## config.mk

```make
export PLATFORM = sky130hd
export DESIGN_NAME = tcce_ctrl
export DESIGN_NICKNAME = d
export VERILOG_FILES = /design/src/hw/rtl/tcce_pkg.sv /design/src/hw/rtl/tcce_ctrl.sv
export SDC_FILE = /design/constraint.sdc
export NUM_CORES = 1
export LEC_CHECK = 0
export ABC_AREA = 1
export BUFFER_PORTS_ARGS = -buffer_cell sky130_fd_sc_hd__buf_2
export CORE_AREA = 2 2 39 41
export DETAILED_ROUTE_END_ITERATION = 8
export DIE_AREA = 0 0 41 43
export GPL_TIMING_DRIVEN = 0
export PLACE_DENSITY_LB_ADDON = 0.12
export SYNTH_ARGS = -nofsm -noshare
export SYNTH_HDL_FRONTEND = slang
export SYNTH_SLANG_ARGS = --single-unit
export TNS_END_PERCENT = 10
```

## constraint.sdc

```tcl
create_clock -name clk -period 3.3 [get_ports clk]
set_input_delay 0.33 -clock clk [delete_from_list [all_inputs] [get_ports clk]]
set_output_delay 0.33 -clock clk [all_outputs]
set_load 0.02 [all_outputs]
```

## src/hw/rtl/tcce_pkg.sv

```systemverilog
`default_nettype none

package tcce_pkg;

	// Default grid geometry
	localparam int COLUMNS_DEF = 80;
	localparam int ROWS_DEF    = 25;

	// Fixed payload widths
	localparam int CMD_W      = 2;
	localparam int CHAR_W     = 8;
	localparam int RROW_W     = 5;
	localparam int RCOL_W     = 7;
	localparam int CELL_W     = 16;
	localparam int COLOR_W    = 8;

	// Command codes
	localparam logic [CMD_W-1:0] CMD_PUT   = 2'd0;
	localparam logic [CMD_W-1:0] CMD_BACK  = 2'd1;
	localparam logic [CMD_W-1:0] CMD_CLEAR = 2'd2;
	localparam logic [CMD_W-1:0] CMD_READ  = 2'd3;

	// Character and color constants
	localparam logic [CHAR_W-1:0]  CH_NEWLINE  = 8'd10;
	localparam logic [CHAR_W-1:0]  CH_RETURN   = 8'd13;
	localparam logic [CHAR_W-1:0]  CH_SPACE    = 8'd32;
	localparam logic [COLOR_W-1:0] RESET_COLOR = 8'd15;

	// Cell store operations requested by the controller
	localparam logic [2:0] OP_NONE       = 3'd0;
	localparam logic [2:0] OP_PUT        = 3'd1;
	localparam logic [2:0] OP_BLANK_CUR  = 3'd2;
	localparam logic [2:0] OP_FILL_RESET = 3'd3;
	localparam logic [2:0] OP_FILL_COLOR = 3'd4;
	localparam logic [2:0] OP_SCROLL     = 3'd5;
	localparam logic [2:0] OP_READ       = 3'd6;

	// Cursor operations
	localparam logic [2:0] CUR_HOLD    = 3'd0;
	localparam logic [2:0] CUR_HOME    = 3'd1;
	localparam logic [2:0] CUR_COL0    = 3'd2;
	localparam logic [2:0] CUR_NEXTLN  = 3'd3;
	localparam logic [2:0] CUR_ADVANCE = 3'd4;
	localparam logic [2:0] CUR_BACK    = 3'd5;

	typedef struct packed {
		logic [CMD_W-1:0]  command;
		logic [CHAR_W-1:0] char_code;
		logic [RROW_W-1:0] read_row;
		logic [RCOL_W-1:0] read_col;
	} item_t;

	typedef struct packed {
		logic [RROW_W-1:0] cursor_row_out;
		logic [RCOL_W-1:0] cursor_col_out;
		logic [CELL_W-1:0] cell_value;
		logic              echo_valid;
		logic [CHAR_W-1:0] echo_byte;
	} result_t;

	// Controller to datapath
	typedef struct packed {
		logic       latch_item;
		logic       cell_load;
		logic       emit;
		logic       cnt_clr;
		logic [2:0] mem_op;
		logic [2:0] cur_op;
	} ctrl_cmd_t;

	// Datapath to controller
	typedef struct packed {
		logic [CMD_W-1:0] command;
		logic             is_newline;
		logic             is_return;
		logic             col_last;
		logic             row_last;
		logic             at_origin;
		logic             in_range;
		logic             fill_last;
		logic             scroll_last;
	} dp_status_t;

endpackage

`default_nettype wire

```

## src/hw/rtl/tcce_ctrl.sv

```systemverilog
`default_nettype none

module tcce_ctrl (
	input  wire logic                  clk,
	input  wire logic                  arst_n,
	input  wire logic                  start,
	output      logic                  busy,
	input  wire tcce_pkg::dp_status_t  status,
	output      tcce_pkg::ctrl_cmd_t   cmd
);

	localparam logic [2:0] S_INIT   = 3'd0;
	localparam logic [2:0] S_IDLE   = 3'd1;
	localparam logic [2:0] S_EXEC   = 3'd2;
	localparam logic [2:0] S_BSW    = 3'd3;
	localparam logic [2:0] S_RWAIT  = 3'd4;
	localparam logic [2:0] S_SCROLL = 3'd5;
	localparam logic [2:0] S_CLEAR  = 3'd6;
	localparam logic [2:0] S_DONE   = 3'd7;

	logic [2:0] state_q;
	logic [2:0] state_d;

	assign busy = (state_q != S_IDLE);

	// Next state and datapath commands
	always_comb begin
		state_d        = state_q;
		cmd            = '0;
		cmd.mem_op     = tcce_pkg::OP_NONE;
		cmd.cur_op     = tcce_pkg::CUR_HOLD;
		case (state_q)
			S_INIT: begin
				cmd.mem_op = tcce_pkg::OP_FILL_RESET;
				if (status.fill_last) begin
					state_d = S_IDLE;
				end
			end
			S_IDLE: begin
				if (start) begin
					cmd.latch_item = 1'b1;
					state_d        = S_EXEC;
				end
			end
			S_EXEC: begin
				cmd.cnt_clr = 1'b1;
				case (status.command)
					tcce_pkg::CMD_PUT: begin
						if (status.is_newline) begin
							if (status.row_last) begin
								cmd.cur_op = tcce_pkg::CUR_COL0;
								state_d    = S_SCROLL;
							end else begin
								cmd.cur_op = tcce_pkg::CUR_NEXTLN;
								state_d    = S_DONE;
							end
						end else if (status.is_return) begin
							cmd.cur_op = tcce_pkg::CUR_COL0;
							state_d    = S_DONE;
						end else begin
							cmd.mem_op = tcce_pkg::OP_PUT;
							if (!status.col_last) begin
								cmd.cur_op = tcce_pkg::CUR_ADVANCE;
								state_d    = S_DONE;
							end else if (status.row_last) begin
								cmd.cur_op = tcce_pkg::CUR_COL0;
								state_d    = S_SCROLL;
							end else begin
								cmd.cur_op = tcce_pkg::CUR_NEXTLN;
								state_d    = S_DONE;
							end
						end
					end
					tcce_pkg::CMD_BACK: begin
						if (status.at_origin) begin
							state_d = S_DONE;
						end else begin
							cmd.cur_op = tcce_pkg::CUR_BACK;
							state_d    = S_BSW;
						end
					end
					tcce_pkg::CMD_CLEAR: begin
						cmd.cur_op = tcce_pkg::CUR_HOME;
						state_d    = S_CLEAR;
					end
					tcce_pkg::CMD_READ: begin
						if (status.in_range) begin
							cmd.mem_op = tcce_pkg::OP_READ;
							state_d    = S_RWAIT;
						end else begin
							state_d = S_DONE;
						end
					end
					default: begin
						state_d = S_DONE;
					end
				endcase
			end
			S_BSW: begin
				cmd.mem_op = tcce_pkg::OP_BLANK_CUR;
				state_d    = S_DONE;
			end
			S_RWAIT: begin
				cmd.cell_load = 1'b1;
				state_d       = S_DONE;
			end
			S_SCROLL: begin
				cmd.mem_op = tcce_pkg::OP_SCROLL;
				if (status.scroll_last) begin
					state_d = S_DONE;
				end
			end
			S_CLEAR: begin
				cmd.mem_op = tcce_pkg::OP_FILL_COLOR;
				if (status.fill_last) begin
					state_d = S_DONE;
				end
			end
			S_DONE: begin
				cmd.emit = 1'b1;
				state_d  = S_IDLE;
			end
			default: begin
				state_d = S_IDLE;
			end
		endcase
	end

	always_ff @(posedge clk or negedge arst_n) begin
		if (!arst_n) begin
			state_q <= S_INIT;
		end else begin
			state_q <= state_d;
		end
	end

endmodule

`default_nettype wire

```

==> flow_summary_export.csv <==
group,metric,value,unit
critical_path,path_class,"flip-flop to output pin",
die,initial_core_util,39.2,%
cts,cts-htree-levels,1,
placed_design,numPortBuffers,23,
global_routing,gr-total-overflow,0,
cts,clkSlewWorstSetupHoldPaths,0.04,ns
placed_design,post-dp-hpwl,1020,um
critical_path,reg2reg_to,"state_q[1]",
die,die_area,1760,um2
die,die_w,41,um
synthesis,synth.net_count,107,
die,fp.dieH,43,um
outcome,status,"finished, final reports clean",
route,vias,627,
synthesis,yosys-top-cells-area,"dfrtp_1 (14%), ha_1 (14%), nand2_1 (14%), inv_1 (11%), nand3_1 (8.3%)",
final_layout,final_layout_size_suffix_gt1_share,30.2,%
timing,skew,0.00485,ns
timing,tightest_slew,0.248,ns
critical_path,max_stage_delay,0.36,ns
die,io_pins,24,
timing,maxSlewViolCount,0,
critical_path,r2r_cells,7,
final_layout,nets,136,
final_layout,largest_reg_flops,3,
synthesis,synth.yosys.seq_area_share,13.8,%
synthesis,synth_top_cell_area_share,13.8,%
final_layout,seq_area,75.1,um2
synthesis,synth_largest_area_cell,"dfrtp_1",
route,ant_nets,0,
cts,cts_made_buffers,3,
critical_path,critPathArrivalTime,1.53,ns
placed_design,place.gp.congestion,0.680,
global_routing,grtUsageTotal,16.5,%
critical_path,r2r-start,"state_q[2]",
synthesis,avgSynthCellArea,6.17,um2
timing,timing.slew.headroom,83.5,%
route,via_per_inst,4.75,
cts,worstSkewPairLatency,0.23,ns
critical_path,crit_buf_inv,4,
final_layout,largest_register,"state_q",
critical_path,critPathSlowestCell,"dfrtp_1",
critical_path,crit_required,2.97,ns
timing,finalCritPeriodShare,56.3,%
final_layout,utilization,51.6,%
synthesis,ys_seq_elements,3,
cts,clockBufferDepth,2,
die,rows,14,
critical_path,path_max_fanout,8,
cts,post_cts_buffers,0,
pwr,irDropWorstVdd,354,uV
placed_design,place_area,678,um2
timing,min_period,1.86,ns
global_routing,grt_max_degree,9,
critical_path,crit_chain,"buf_6 > inv_4 > nand2_4 > nor2_4 > inv_2 > or2_4 > a21oi_2 > buf_2",
final_layout,final_area,714,um2
pwr,power.density,696,nW/um2
critical_path,worstSetupStartpointType,"flip-flop",
final_layout,area_growth,31.6,%
route,drtIter0Drc,16,
timing,rsz0062_at_grt,"false",
critical_path,critPathTopFamily,"buffers and inverters",
route,drt-total-wl,1230,um
final_layout,multiInputGateArea,367,um2
timing,final-setup-viol-count,0,
final_layout,final_common_cell,"buf_2",
final_layout,mostFrequentLayoutCells,"buf_2 (23), nand2_1 (20), inv_1 (16)",
final_layout,reg_top3,"state_q x3",
timing,fin_setup_tns,0,ns
pwr,p_leak,0.000431,uW
route,drc,0,
global_routing,first_global_vias,526,
route,dr.pass1.iters,4,
cts,tritoncts,"yes",
global_routing,grt_pass1_wl,2080,um
global_routing,antenna_found_initial,0,
route,routedWlPerCell,9.29,um
synthesis,yosysWarnings,0,
cts,clockRootBuffer,"clkbuf_4",
critical_path,end_kind,"output pin",
timing,fmax,538,MHz
synthesis,ys_types,22,
min_path,min_path_type,"input pin to asynchronous set/reset pin",
cts,clock-sinks,3,
timing,hold_violations,0,
final_layout,fillerInstances,144,
flow_run,maxCapViolations,0,
synthesis,synth_area,543,um2
die,core_area,1380,um2
final_layout,n_antenna_cell,0,
synthesis,synthCells,88,
critical_path,r2r_slack,2.14,ns
kinds of logic after synthesis:
group / Yosys count / share of synthesized area [%]
compound gates: 8 / 9.22
flops: 3 / 13.8
buf+inv: 20 / 18.7
simple gates: 51 / 44.5
fa+ha+maj: 6 / 13.8
cells in the mapped netlist:
master and count:
nand2_1 20, inv_1 16, nor2_1 11, nand3_1 9, ha_1 6, nand4_1 6
a21oi_1 3, dfrtp_1 3, a21oi_2 1, buf_12 1, buf_6 1, inv_2 1
inv_4 1, nand2_4 1, nor2_2 1, nor2_4 1, nor3_1 1, o211ai_1 1
o21ai_0 1, o21bai_1 1, o22ai_1 1, or2_4 1
metrics by stage:
step	setup slack (ns)	power [uW]	instances	hold WS, ns
after CTS	1.42	503	132	0.410
after detailed placement	1.63	435	127	0.129
final	1.44	497	132	0.422
after floorplan	1.67	342	88	0.0344
after global placement	1.63	432	127	0.125
after global routing	1.36	538	132	0.436
final cells by class:
type	instances	area share (%)
multi-input combinational	65	51.3
clock buffer	4	3.68
buffer	2	4.38
inverter	18	9.81
timing repair buffer	24	17.5
sequential	3	10.5
tap	16	2.80
where the power goes:
part / switching, uW / leakage (uW) / total (uW) / internal, uW
registers: 20.7 / 0.0000339 / 76.6 / 55.8
logic: 222 / 0.000382 / 357 / 135
clock network: 18.3 / 0.0000150 / 63.5 / 45.3
total: 261 / 0.000431 / 497 / 236
worst max path at each step:
| stage | cells after the start | from | to | slack (ns) |
|---|---|---|---|---|
| 6_report | 8 | state_q[0] | cmd[0] | 1.44 |
| 5_1_grt | 8 | state_q[0] | cmd[2] | 1.36 |
| 4_1_cts | 8 | state_q[0] | cmd[0] | 1.42 |
| 3_5_place_dp | 7 | status[8] | cmd[5] | 1.63 |
| 3_3_place_gp | 7 | status[8] | cmd[5] | 1.63 |
| 2_1_floorplan | 7 | state_q[0] | cmd[0] | 1.67 |
routing by layer:
metal	vias to the layer above	wire (um)	global-route usage, %
met3	0	64	0
met2	15	545	23.4
met4	0	0	8.00
met1	275	615	25.0
li1	337	-	-
met5	-	0	0
what timing repair did:
action                     in CTS  in global routing
hold endpoints to repair        3                  0
hold buffers                    1                  0
setup endpoints to repair       0                  0
resized for setup               0                  0
worst reg2reg max path, cell delays in order (launching register included):
cell and delay [ns]:
dfrtp_1 0.39, buf_12 0.14, inv_1 0.17, nand4_1 0.11
nand2_1 0.09, nor2_1 0.04, nand2_1 0.05, nand2_1 0.05
No activity file was read; power rests on OpenSTA's default activity.
